===== src/rtl/core/bfn_pkg.sv =====
// ----------------------------------------------------------------------------
// bfn_pkg
// shared constants, operation codes and controller/datapath types for the
// bitmap find-next engine
// ----------------------------------------------------------------------------
package bfn_pkg;

  localparam int BITMAP_BITS = 256;
  localparam int WORD_BITS   = 32;
  localparam int NUM_WORDS   = (BITMAP_BITS + WORD_BITS - 1) / WORD_BITS;
  localparam int WORD_IDX_W  = (NUM_WORDS > 1) ? $clog2(NUM_WORDS) : 1;
  localparam int BIT_IDX_W   = $clog2(WORD_BITS);
  localparam int FUNC_W      = 3;
  localparam int POS_W       = 8;
  localparam int LIMIT_W     = 9;

  typedef logic [WORD_BITS-1:0]  word_t;
  typedef logic [WORD_IDX_W-1:0] word_idx_t;
  typedef logic [BIT_IDX_W-1:0]  bit_idx_t;
  typedef logic [FUNC_W-1:0]     func_t;
  typedef logic [POS_W-1:0]      pos_t;
  typedef logic [LIMIT_W-1:0]    limit_t;

  typedef enum logic [FUNC_W-1:0] {
    FN_SET        = 3'd0,
    FN_CLEAR      = 3'd1,
    FN_TEST       = 3'd2,
    FN_FIND_SET   = 3'd3,
    FN_FIND_CLEAR = 3'd4
  } func_e;

  typedef enum logic {
    ST_IDLE,
    ST_RUN
  } state_t;

  // controller to datapath
  typedef struct packed {
    logic load;
    logic step;
    logic commit;
  } bfn_cmd_t;

  // datapath to controller
  typedef struct packed {
    logic done;
    logic out_free;
  } bfn_sts_t;

  // index of the lowest set bit, zero when none
  function automatic bit_idx_t lowest_set(input word_t x);
    word_t    iso;
    bit_idx_t idx;
    iso = x & (~x + word_t'(1));
    idx = '0;
    for (int i = 0; i < WORD_BITS; i++) begin
      if (iso[i]) begin
        idx = idx | bit_idx_t'(i);
      end
    end
    return idx;
  endfunction

endpackage


===== src/rtl/core/bfn_ctrl.sv =====
// ----------------------------------------------------------------------------
// bfn_ctrl
// sequencer: takes an item, steps the word scan, commits the result
// ----------------------------------------------------------------------------
module bfn_ctrl (
  input  logic              clk,
  input  logic              rst,
  input  logic              in_valid,
  output logic              in_stall,
  input  bfn_pkg::bfn_sts_t sts,
  output bfn_pkg::bfn_cmd_t cmd
);
  import bfn_pkg::*;

  state_t state, state_next;

  always_ff @(posedge clk) begin
    if (rst) begin
      state <= ST_IDLE;
    end else begin
      state <= state_next;
    end
  end

  always_comb begin
    state_next = state;
    cmd        = '0;
    in_stall   = 1'b1;
    unique case (state)
      ST_IDLE: begin
        in_stall = 1'b0;
        if (in_valid) begin
          cmd.load   = 1'b1;
          state_next = ST_RUN;
        end
      end
      ST_RUN: begin
        if (sts.done) begin
          // hold until the output register can take the result
          if (sts.out_free) begin
            cmd.commit = 1'b1;
            state_next = ST_IDLE;
          end
        end else begin
          cmd.step = 1'b1;
        end
      end
      default: begin
        state_next = ST_IDLE;
      end
    endcase
  end

endmodule


===== src/rtl/core/bfn_dp.sv =====
// ----------------------------------------------------------------------------
// bfn_dp
// bitmap storage, item registers, one-word-per-cycle match logic and the
// output register
// ----------------------------------------------------------------------------
module bfn_dp (
  input  logic                 clk,
  input  logic                 rst,
  input  bfn_pkg::func_t       func,
  input  bfn_pkg::pos_t        bit_position,
  input  bfn_pkg::limit_t      search_limit,
  output logic                 out_valid,
  input  logic                 out_stall,
  output logic                 bit_value,
  output bfn_pkg::limit_t      found_position,
  input  bfn_pkg::bfn_cmd_t    cmd,
  output bfn_pkg::bfn_sts_t    sts
);
  import bfn_pkg::*;

  word_t     bitmap [NUM_WORDS];
  func_t     func_q;
  pos_t      pos_q;
  limit_t    lim_q;
  word_idx_t w_q;

  word_t     word_rd;
  word_t     cand;
  logic      want;
  logic      hit;
  bit_idx_t  hit_bit;
  logic      is_find;
  logic      start_past;
  logic      last_word;
  logic      in_range;
  word_idx_t pos_word;
  bit_idx_t  pos_bit;
  limit_t    next_base;
  logic      res_bit;
  limit_t    res_pos;

  assign pos_word = word_idx_t'(pos_q >> BIT_IDX_W);
  assign pos_bit  = pos_q[BIT_IDX_W-1:0];
  assign in_range = ({1'b0, pos_q} < limit_t'(BITMAP_BITS));
  assign word_rd  = bitmap[w_q];
  assign is_find  = (func_q == FN_FIND_SET) || (func_q == FN_FIND_CLEAR);
  assign want     = (func_q == FN_FIND_SET);

  // candidate bits of the current word: matching value, at or past start,
  // below the limit
  always_comb begin
    limit_t idx;
    for (int b = 0; b < WORD_BITS; b++) begin
      idx     = limit_t'({w_q, bit_idx_t'(b)});
      cand[b] = (word_rd[b] == want) && (idx >= limit_t'(pos_q)) && (idx < lim_q);
    end
  end

  assign hit        = |cand;
  assign hit_bit    = lowest_set(cand);
  assign start_past = (limit_t'(pos_q) >= lim_q);
  assign next_base  = limit_t'({({1'b0, w_q} + (WORD_IDX_W+1)'(1)), {BIT_IDX_W{1'b0}}});
  assign last_word  = (w_q == word_idx_t'(NUM_WORDS - 1)) || (next_base >= lim_q);

  assign sts.done     = !is_find || start_past || hit || last_word;
  assign sts.out_free = !out_valid || !out_stall;

  always_comb begin
    res_bit = 1'b0;
    res_pos = '0;
    case (func_q)
      FN_TEST: begin
        res_bit = in_range && word_rd[pos_bit];
      end
      FN_FIND_SET, FN_FIND_CLEAR: begin
        if (!start_past && hit) begin
          res_pos = limit_t'({w_q, hit_bit});
        end else begin
          res_pos = lim_q;
        end
      end
      default: begin
        res_bit = 1'b0;
      end
    endcase
  end

  // item registers and word pointer
  always_ff @(posedge clk) begin
    if (cmd.load) begin
      func_q <= func;
      pos_q  <= bit_position;
      lim_q  <= (search_limit > limit_t'(BITMAP_BITS)) ? limit_t'(BITMAP_BITS)
                                                       : search_limit;
      w_q    <= word_idx_t'(bit_position >> BIT_IDX_W);
    end else if (cmd.step) begin
      w_q <= w_q + word_idx_t'(1);
    end
  end

  // bitmap words, set and clear land at commit
  always_ff @(posedge clk) begin
    if (rst) begin
      for (int i = 0; i < NUM_WORDS; i++) begin
        bitmap[i] <= '0;
      end
    end else if (cmd.commit && in_range &&
                 ((func_q == FN_SET) || (func_q == FN_CLEAR))) begin
      bitmap[pos_word][pos_bit] <= (func_q == FN_SET);
    end
  end

  // output register
  always_ff @(posedge clk) begin
    if (rst) begin
      out_valid <= 1'b0;
    end else if (cmd.commit) begin
      out_valid <= 1'b1;
    end else if (!out_stall) begin
      out_valid <= 1'b0;
    end
  end

  always_ff @(posedge clk) begin
    if (cmd.commit) begin
      bit_value      <= res_bit;
      found_position <= res_pos;
    end
  end

endmodule


===== src/rtl/core/bitmap_find_next_engine.sv =====
// ----------------------------------------------------------------------------
// bitmap_find_next_engine
// 256-bit bitmap with set, clear, test and find-next-set/clear operations
// ----------------------------------------------------------------------------
// usage
//   input channel (in_valid / in_stall) carries func, bit_position and
//   search_limit; a transfer happens on a clock edge with in_valid high and
//   in_stall low. every input transfer yields exactly one output transfer on
//   the output channel (out_valid / out_stall) with bit_value and
//   found_position.
//   the engine works on one item at a time. after a transfer the word scan
//   visits one bitmap word per cycle (one word for set, clear, test and
//   unused codes, up to eight words for a find), then the result moves into
//   the output register. a new item is taken only after the result is
//   committed; the scan reads the bitmap one word at a time through its
//   single word read port.
//   a finished result may wait in the output register while the next item
//   is taken and scanned. if out_stall keeps the register full, the scan
//   holds its result and in_stall stays high until the register frees.
//   set and clear update the bitmap when their result is committed.
//   reset (rst, synchronous) clears every bitmap bit, empties the output
//   register and returns the sequencer to idle.
// ----------------------------------------------------------------------------
module bitmap_find_next_engine (
  input  logic            clk,
  input  logic            rst,
  input  logic            in_valid,
  output logic            in_stall,
  input  bfn_pkg::func_t  func,
  input  bfn_pkg::pos_t   bit_position,
  input  bfn_pkg::limit_t search_limit,
  output logic            out_valid,
  input  logic            out_stall,
  output logic            bit_value,
  output bfn_pkg::limit_t found_position
);
  import bfn_pkg::*;

  // command and status between sequencer and datapath
  bfn_cmd_t cmd;
  bfn_sts_t sts;

  // sequencer: idle / run
  bfn_ctrl u_ctrl (
    .clk      (clk),
    .rst      (rst),
    .in_valid (in_valid),
    .in_stall (in_stall),
    .sts      (sts),
    .cmd      (cmd)
  );

  // bitmap, word scan and output register
  bfn_dp u_dp (
    .clk            (clk),
    .rst            (rst),
    .func           (func),
    .bit_position   (bit_position),
    .search_limit   (search_limit),
    .out_valid      (out_valid),
    .out_stall      (out_stall),
    .bit_value      (bit_value),
    .found_position (found_position),
    .cmd            (cmd),
    .sts            (sts)
  );

endmodule


===== config.mk =====
export PLATFORM = sky130hd
export DESIGN_NAME = bitmap_find_next_engine
export DESIGN_NICKNAME = d
export VERILOG_FILES = /design/src/rtl/core/bfn_pkg.sv /design/src/rtl/core/bfn_ctrl.sv /design/src/rtl/core/bfn_dp.sv /design/src/rtl/core/bitmap_find_next_engine.sv
export SDC_FILE = /design/constraint.sdc
export NUM_CORES = 1
export LEC_CHECK = 0
export BUFFER_PORTS_ARGS = -buffer_cell sky130_fd_sc_hd__buf_2
export CAP_MARGIN = 20
export CORE_MARGIN = 2
export CORE_UTILIZATION = 50
export DETAILED_ROUTE_END_ITERATION = 8
export PLACE_DENSITY = 0.7
export SYNTH_ARGS = -nofsm -noshare
export SYNTH_HDL_FRONTEND = slang
export SYNTH_SLANG_ARGS = --single-unit

===== constraint.sdc =====
create_clock -name clk -period 10.4 [get_ports clk]
set_clock_uncertainty 0.05 [all_clocks]
set_input_delay 0.52 -clock clk [delete_from_list [all_inputs] [get_ports clk]]
set_output_delay 0.52 -clock clk [all_outputs]
set_load 0.005 [all_outputs]

==> summary.log, run 1 <==
INFO  yosys          synth.distinct_cells=79
INFO  floorplan      die_width=199microns
INFO  yosys          asr_flop_ratio_synth=0%
INFO  yosys          synth_area_leader_cell=sky130_fd_sc_hd__edfxtp_1
INFO  drt            drt_iter0_drc=2332
INFO  global_routing gr-total-overflow=0
INFO  clock_network  cts_num_sinks=294
INFO  finish         antennaDiodeCount=0
INFO  floorplan      initial_utilization=50.5%
INFO  finish         areaGrowthSynthToFinish=6.39%
INFO  yosys          post_synth_inst_count=1703
INFO  drt            post-route-drc-count=0
INFO  finish         layoutNonFillerInstCount=2138
INFO  power          clkPwrFrac=36.3%
INFO  finish         fillerInstances=3171
INFO  power          p_total=3.36mW
INFO  drt            wl_met1=22000microns
INFO  finish         layout_cell_share_with_drive_strength_beyond_1=15.9%
INFO  drt            routedWlPerCell=26.8microns
INFO  floorplan      die-area=39400squm
INFO  finish         num-nets-final=1647
INFO  yosys          yosysWarnings=0
INFO  drt            highest_layer=met4
INFO  yosys          synth_enable_flop_cells=289
INFO  yosys          fraction_of_the_yosys_area_taken_by_sequential_cells=46.4%
INFO  sta            period_minus_slack=6.39ns
INFO  sta            hold_viol=0
INFO  power          intPower=2.35mW
INFO  yosys          synth_ff_type=sky130_fd_sc_hd__edfxtp_1
INFO  yosys          yosysTopAreaCellShare=45.8%
INFO  yosys          synth_fp_nets=1749
INFO  hold_path      worst_hold_path_type=in2reg
INFO  yosys          synth.avg_cell_area=11.1squm
INFO  outcome        result_of_the_run=complete, no violations
INFO  clock_network  clk_root_buffer_cell=sky130_fd_sc_hd__clkbuf_16
INFO  clock_network  cts_tree=built
INFO  power          p_seq_share=41.4%
INFO  clock_network  buffers_from_clock_root_to_sink_at_most=3
INFO  floorplan      io-pin-count=36
INFO  yosys          mapped_cell_area=18900squm
INFO  clock_network  clock_latency=0.54ns
INFO  clock_network  post-cts-setup-buffers=0
INFO  critical_path  critical_path_arrival=6.55ns
INFO  critical_path  crit_path_start_kind=register
INFO  drt            detailroute.wirelength.met2=26800microns
INFO  placement      count_of_input_and_output_buffers=35
INFO  critical_path  critical_path_required=10.56ns
INFO  yosys          post_synth_most_frequent_cells=sky130_fd_sc_hd__nor3_1 (290), sky130_fd_sc_hd__edfxtp_1 (289), sky130_fd_sc_hd__a31o_1 (240)
INFO  placement      finalWeightedCongestion=0.969
INFO  floorplan      chipHeight=199microns
INFO  global_routing grt_util_all_layers=29.0%
INFO  global_routing grt_first_pass_wirelength=87500microns
INFO  sta            max_clock_freq=0.156GHz
INFO  sta            post_route_setup_tns=0ns
INFO  drt            postRouteAntennaNets=0
INFO  power          leakagePower=6.39nW
INFO  sta            worst_slew_margin_rel=12.3%
INFO  clock_network  cts_made_buffers=34
INFO  yosys          yosys-top-cells-area=sky130_fd_sc_hd__edfxtp_1 (46%), sky130_fd_sc_hd__a31o_1 (11%), sky130_fd_sc_hd__mux4_2 (8.4%)
INFO  critical_path  worstSetupEndpointType=register
INFO  global_routing grt_start_max_net_pins=235
INFO  drt            met3_wirelength=6270microns
INFO  clock_network  clk_pin_slew_worst_paths=0.06ns
INFO  critical_path  setup.worst_path.class=reg2reg
INFO  clock_network  cts_max_level=2
INFO  clock_network  post_cts_resized=0
INFO  drt            routed_wl=57200microns
INFO  sta            timing.hold.ws=0.113ns
INFO  drt            route.detailed.vias_per_inst=7.17
INFO  run            drv.max_cap_violation_count=0
INFO  global_routing initial_antenna_violation_count=0
INFO  sta            setup_violations=0
INFO  placement      dpl.cell_count=2073
INFO  yosys          yosys_register_bits=294
INFO  yosys          synth.most_common_cell=sky130_fd_sc_hd__nor3_1
INFO  drt            detailroute.via_count=15300
INFO  power          ir_drop=88.7uV
INFO  power          netSwitchingPower=1.01mW
INFO  sta            period_share=61.4%
INFO  power          p_sw_share=29.9%
INFO  sta            worst-slew-pin-transition=1.32ns
INFO  floorplan      core_area=37500squm
INFO  sta            report.final.slew_viol_count=0
INFO  power          power.share.combinational=22.3%
INFO  floorplan      fp-row-count=71
INFO  sta            grt_setup_unrepaired=no
INFO  global_routing number_of_global_route_vias_before_repair=14900
INFO  clock_network  hold_buffers=0
INFO  drt            drtPass1Iterations=6
INFO  power          power_density=167nW/um^2
INFO  placement      detailed_place_hpwl=34400microns
INFO  critical_path  worst-path-max-fanout=234
worst paths after layout:
| path | startpoint | endpoint | slack [ns] | cells past startpoint |
|---|---|---|---|---|
| worst max register to register | u_dp.pos_q[7] | u_dp.bitmap[1][2] | 4.01 | 13 |
| worst min-delay path | bit_position[4] | u_dp.pos_q[4] | 0.11 | 1 |
| worst max-delay path | u_dp.pos_q[7] | u_dp.bitmap[1][2] | 4.01 | 13 |
| worst min register to register | u_dp.out_valid | u_dp.out_valid | 0.56 | 2 |
sequential cells by signal, indices dropped and copies added (netlist names), named ones only:
name and cells:
u_dp.bitmap 256, u_dp.lim_q 9, u_ctrl.state 1, u_dp.pos_q 8
u_dp.found_position 9, u_dp.bit_value 1, u_dp.func_q 3, u_dp.out_valid 1
u_dp.w_q 3
per-stage QoR:
step / instance area [sq um] / setup slack, ns / util, %
after floorplan: 18900 / 6.06 / -
after global placement: 19000 / 4.28 / 50.6
after detailed placement: 19000 / 4.16 / 50.6
after CTS: 20100 / 4.14 / 53.6
after global routing: 20100 / 3.78 / 53.7
final: 20100 / 4.01 / 53.7
critical path, cell delays in order (launching register included):
cell	delay [ns]
sky130_fd_sc_hd__edfxtp_1	0.65
sky130_fd_sc_hd__inv_1	0.26
sky130_fd_sc_hd__ha_1	0.48
sky130_fd_sc_hd__and4b_1	0.47
sky130_fd_sc_hd__a221oi_1	0.62
sky130_fd_sc_hd__nor4b_1	0.10
sky130_fd_sc_hd__o32ai_1	0.68
sky130_fd_sc_hd__nand4bb_1	0.25
sky130_fd_sc_hd__nor3_4	0.39
sky130_fd_sc_hd__nand4_2	0.28
sky130_fd_sc_hd__o31ai_4	0.29
sky130_fd_sc_hd__buf_4	0.33
sky130_fd_sc_hd__buf_12	0.57
sky130_fd_sc_hd__nor3_1	0.17
layout by cell type, fill, tap and decap left out, types with 10 or more instances in the layout:
master	count
sky130_fd_sc_hd__nor3_1	290
sky130_fd_sc_hd__edfxtp_1	289
sky130_fd_sc_hd__a31o_1	240
sky130_fd_sc_hd__nor2_1	102
sky130_fd_sc_hd__nand2_1	78
sky130_fd_sc_hd__mux4_2	71
sky130_fd_sc_hd__clkbuf_16	35
sky130_fd_sc_hd__o21ai_0	34
sky130_fd_sc_hd__buf_2	34
sky130_fd_sc_hd__buf_4	31
sky130_fd_sc_hd__mux2i_1	30
sky130_fd_sc_hd__nand3_1	28
sky130_fd_sc_hd__a21oi_1	26
sky130_fd_sc_hd__xnor2_1	25
sky130_fd_sc_hd__inv_1	23
sky130_fd_sc_hd__ha_1	22
sky130_fd_sc_hd__nor2b_1	16
sky130_fd_sc_hd__a31o_2	16
sky130_fd_sc_hd__a211oi_1	15
sky130_fd_sc_hd__mux2_2	14
sky130_fd_sc_hd__a31oi_1	11
sky130_fd_sc_hd__and3_1	10
layout make-up:
class                           count  area, sq um  share of cell area [%]
Clock buffer                       41          928                    4.61
Clock inverter                     21          204                    1.01
Inverter                           23         86.3                   0.429
Multi-Input combinational cell   1178         9000                    44.7
Sequential cell                   294         8780                    43.6
Tap cell                          511          639                    3.17
Timing Repair Buffer               70          494                    2.45
layer usage:
layer / global-route usage, % / vias up
li1: - / 6532
met1: 39.4 / 7581
met2: 45.6 / 1043
met3: 5.26 / 171
met4: 12.5 / 0
met5: 0 / -
power groups by stage:
| stage | Sequential [mW] | Combinational (mW) | Clock (mW) |
|---|---|---|---|
| final | 1.39 | 0.751 | 1.22 |
| after global routing | 1.40 | 0.796 | 1.27 |
| after CTS | 1.39 | 0.731 | 1.23 |
| after detailed placement | 1.41 | 0.728 | 0 |
| after global placement | 1.41 | 0.720 | 0 |
| after floorplan | 1.38 | 0.591 | 0 |
cell families (layout without fill, tap and decap cells):
kind of cell	after synthesis	in the layout	synth area share [%]
AND/OR/NAND/NOR	593	593	15.7
AO/OA/AOI/OAI	421	421	18.1
flip-flops	294	294	46.4
buffers and inverters	231	155	6.25
multiplexers	117	117	11.0
XOR/XNOR	25	25	1.16
adder cells (fa/ha/maj)	22	22	1.45
Power figures use the tool's default switching activity.
==> inputs of run 2 (changes only) <==
PLACE_DENSITY = 0.72   (was 0.7)
clock period = 5.6 ns   (was 10.4 ns; I/O delays follow)
==> run 2 against run 1 <==
  * Register-to-register slack got worse by 3.5 ns
  * Maximum frequency grew 25%
  * Clock power up 75%
  * Hold slack got worse by 0.10 ns
  * First-iteration DRC count unchanged
  * Core utilization is 1.1 points higher
  * Sequential cell count stayed put
  * Final area grew 2.0%
  * Total power up 84%
  * Critical endpoint is now u_dp.bitmap[6][16]
  * Highest routed layer unchanged
==> summary.log, run 2 (same netlist as run 1, synthesis figures left out) <==
INFO  finish         num-nets-final=1695
INFO  critical_path  critical_path_required=5.83ns
INFO  sta            post_route_setup_tns=0ns
INFO  run            drv.max_cap_violation_count=0
INFO  critical_path  setup.worst_path.class=reg2reg
INFO  sta            period_share=91.7%
INFO  sta            period_minus_slack=5.13ns
INFO  finish         registers.top_by_ff_count=u_dp.bitmap
INFO  outcome        result_of_the_run=complete, no violations
INFO  floorplan      die-area=39400squm
INFO  power          power.share.combinational=23.6%
INFO  global_routing grt_first_pass_wirelength=89500microns
INFO  power          intPower=4.36mW
INFO  finish         largest_register_ff_count=256
INFO  floorplan      chipHeight=199microns
INFO  drt            postRouteAntennaNets=0
INFO  floorplan      fp-row-count=71
INFO  placement      count_of_input_and_output_buffers=35
INFO  floorplan      die_width=199microns
INFO  finish         layout_cell_share_with_drive_strength_beyond_1=17.3%
INFO  finish         reg_top3=u_dp.bitmap (256), u_dp.found_position (9), u_dp.lim_q (9)
INFO  finish         antennaDiodeCount=0
INFO  global_routing number_of_global_route_vias_before_repair=15000
INFO  clock_network  clk_pin_slew_worst_paths=0.06ns
INFO  floorplan      io-pin-count=36
INFO  sta            report.final.slew_viol_count=0
INFO  drt            route.detailed.vias_per_inst=7.03
INFO  placement      placedInstanceArea=19300squm
INFO  critical_path  crit_path_start_kind=register
INFO  placement      place_worst_setup_slack=0.719ns
INFO  critical_path  worst-path-max-fanout=96
INFO  power          p_sw_share=29.6%
INFO  power          p_seq_share=41.9%
INFO  drt            drt_iter0_drc=2332
INFO  critical_path  critical_path_arrival=5.36ns
INFO  global_routing initial_antenna_violation_count=0
INFO  critical_path  timing.critical_path.max_delay_family=compound AO/OA/AOI/OAI gates
INFO  global_routing grt_util_all_layers=29.8%
INFO  critical_path  crit_path_max_incr_delay=0.68ns
INFO  finish         most_common_cell_after_layout_fill_and_taps_aside=sky130_fd_sc_hd__nor3_1
INFO  sta            setup_violations=0
INFO  drt            detailroute.via_count=15400
INFO  drt            routed_wl=58700microns
INFO  finish         commonest_cells_after_routing_fill_and_taps_aside=sky130_fd_sc_hd__nor3_1 (290), sky130_fd_sc_hd__edfxtp_1 (289), sky130_fd_sc_hd__a31o_1 (240)
INFO  floorplan      core_area=37500squm
INFO  drt            post-route-drc-count=0
INFO  sta            worst_slack=0.468ns
INFO  power          netSwitchingPower=1.83mW
INFO  drt            drtPass1Iterations=6
INFO  placement      detailed_place_hpwl=37000microns
INFO  hold_path      worst_hold_path_type=in2reg
INFO  sta            timing.hold.ws=0.00859ns
INFO  critical_path  critical_path.cell_chain=inv_1 > ha_1 > and4b_1 > a221oi_1 > nor4b_1 > o32ai_1 > nand4bb_1 > nor3_4 > nand4_2 > o31ai_4 > buf_4 > buf_12 > nor3_1
INFO  finish         areaGrowthSynthToFinish=8.49%
INFO  power          power_density=302nW/um^2
INFO  clock_network  post-cts-setup-buffers=0
INFO  drt            routedWlPerCell=26.9microns
INFO  clock_network  buffers_from_clock_root_to_sink_at_most=3
INFO  critical_path  critPathSlowestCell=sky130_fd_sc_hd__a221oi_1
INFO  global_routing grt_start_max_net_pins=105
INFO  finish         final_cell_area=20500squm
INFO  clock_network  cts_tree=built
INFO  power          clkPwrFrac=34.5%
INFO  clock_network  cts_max_level=1
INFO  sta            grt_setup_unrepaired=no
INFO  sta            hold_viol=0
INFO  placement      finalWeightedCongestion=0.953
INFO  clock_network  clk_root_buffer_cell=sky130_fd_sc_hd__clkbuf_16
INFO  global_routing gr-total-overflow=0
INFO  critical_path  worstSetupEndpointType=register
INFO  clock_network  cts_num_sinks=294
INFO  critical_path  timing.critical_path.buf_inv=3
INFO  power          leakagePower=6.61nW
INFO  clock_network  clock_latency=0.58ns
INFO  sta            max_clock_freq=0.195GHz
INFO  floorplan      initial_utilization=50.5%
INFO  sta            worst_slew_margin_rel=18.8%
INFO  power          ir_drop=253uV
INFO  sta            worst-slew-pin-transition=1.21ns
INFO  clock_network  cts_made_buffers=31
run 2: cell count changes in the layout (fill, tap and decap cells not counted), moves of 4 or more:
cell / change
sky130_fd_sc_hd__buf_12: +5
sky130_fd_sc_hd__buf_4: +27
sky130_fd_sc_hd__clkbuf_16: -4
sky130_fd_sc_hd__clkinv_1: -4
sky130_fd_sc_hd__clkinv_2: +6
sky130_fd_sc_hd__dlygate4sd3_1: +20
run 2: what timing repair did:
action / CTS / global route
hold buffers: 20 / 0
hold endpoints to repair: 21 / 0
resized for setup: 0 / 0
run 2: path summary, 6_finish.rpt:
check	start	end	slack [ns]	depth (start not counted)
min	search_limit[8]	u_dp.lim_q[8]	0.009	1
min reg2reg	u_dp.out_valid	u_dp.out_valid	0.57	2
max	u_dp.pos_q[7]	u_dp.bitmap[6][16]	0.47	13
max reg2reg	u_dp.pos_q[7]	u_dp.bitmap[6][16]	0.47	13
run 2: metal layers:
| layer | up-vias | global-route usage [%] | part of all wire, % |
|---|---|---|---|
| li1 | 6640 | - | - |
| met1 | 7559 | 39.5 | 38 |
| met2 | 979 | 47.3 | 47 |
| met3 | 178 | 5.97 | 11 |
| met4 | 0 | 14.1 | 4.6 |
| met5 | - | 0 | 0 |
run 2: cell type report:
| cell class | instances | area (sq um) |
|---|---|---|
| Clock buffer | 37 | 818 |
| Clock inverter | 20 | 223 |
| Fill cell | 3201 | 17000 |
| Inverter | 23 | 86.3 |
| Multi-Input combinational cell | 1178 | 9000 |
| Sequential cell | 294 | 8780 |
| Tap cell | 511 | 639 |
| Timing Repair Buffer | 121 | 985 |
run 2: power groups by stage:
| stage | Clock [mW] | Combinational, mW | Sequential [mW] |
|---|---|---|---|
| after floorplan | 0 | 1.10 | 2.57 |
| after global placement | 0 | 1.40 | 2.63 |
| after detailed placement | 0 | 1.42 | 2.63 |
| after CTS | 2.15 | 1.43 | 2.59 |
| after global routing | 2.22 | 1.55 | 2.60 |
| final | 2.14 | 1.46 | 2.59 |
run 2: through the flow:
stage	util, %	cells	power (mW)
2_1_floorplan	-	1703	3.67
3_3_place_gp	51.4	2106	4.03
3_5_place_dp	51.5	2107	4.05
4_1_cts	54.8	2184	6.17
5_1_grt	54.8	2184	6.38
6_report	54.8	2184	6.19
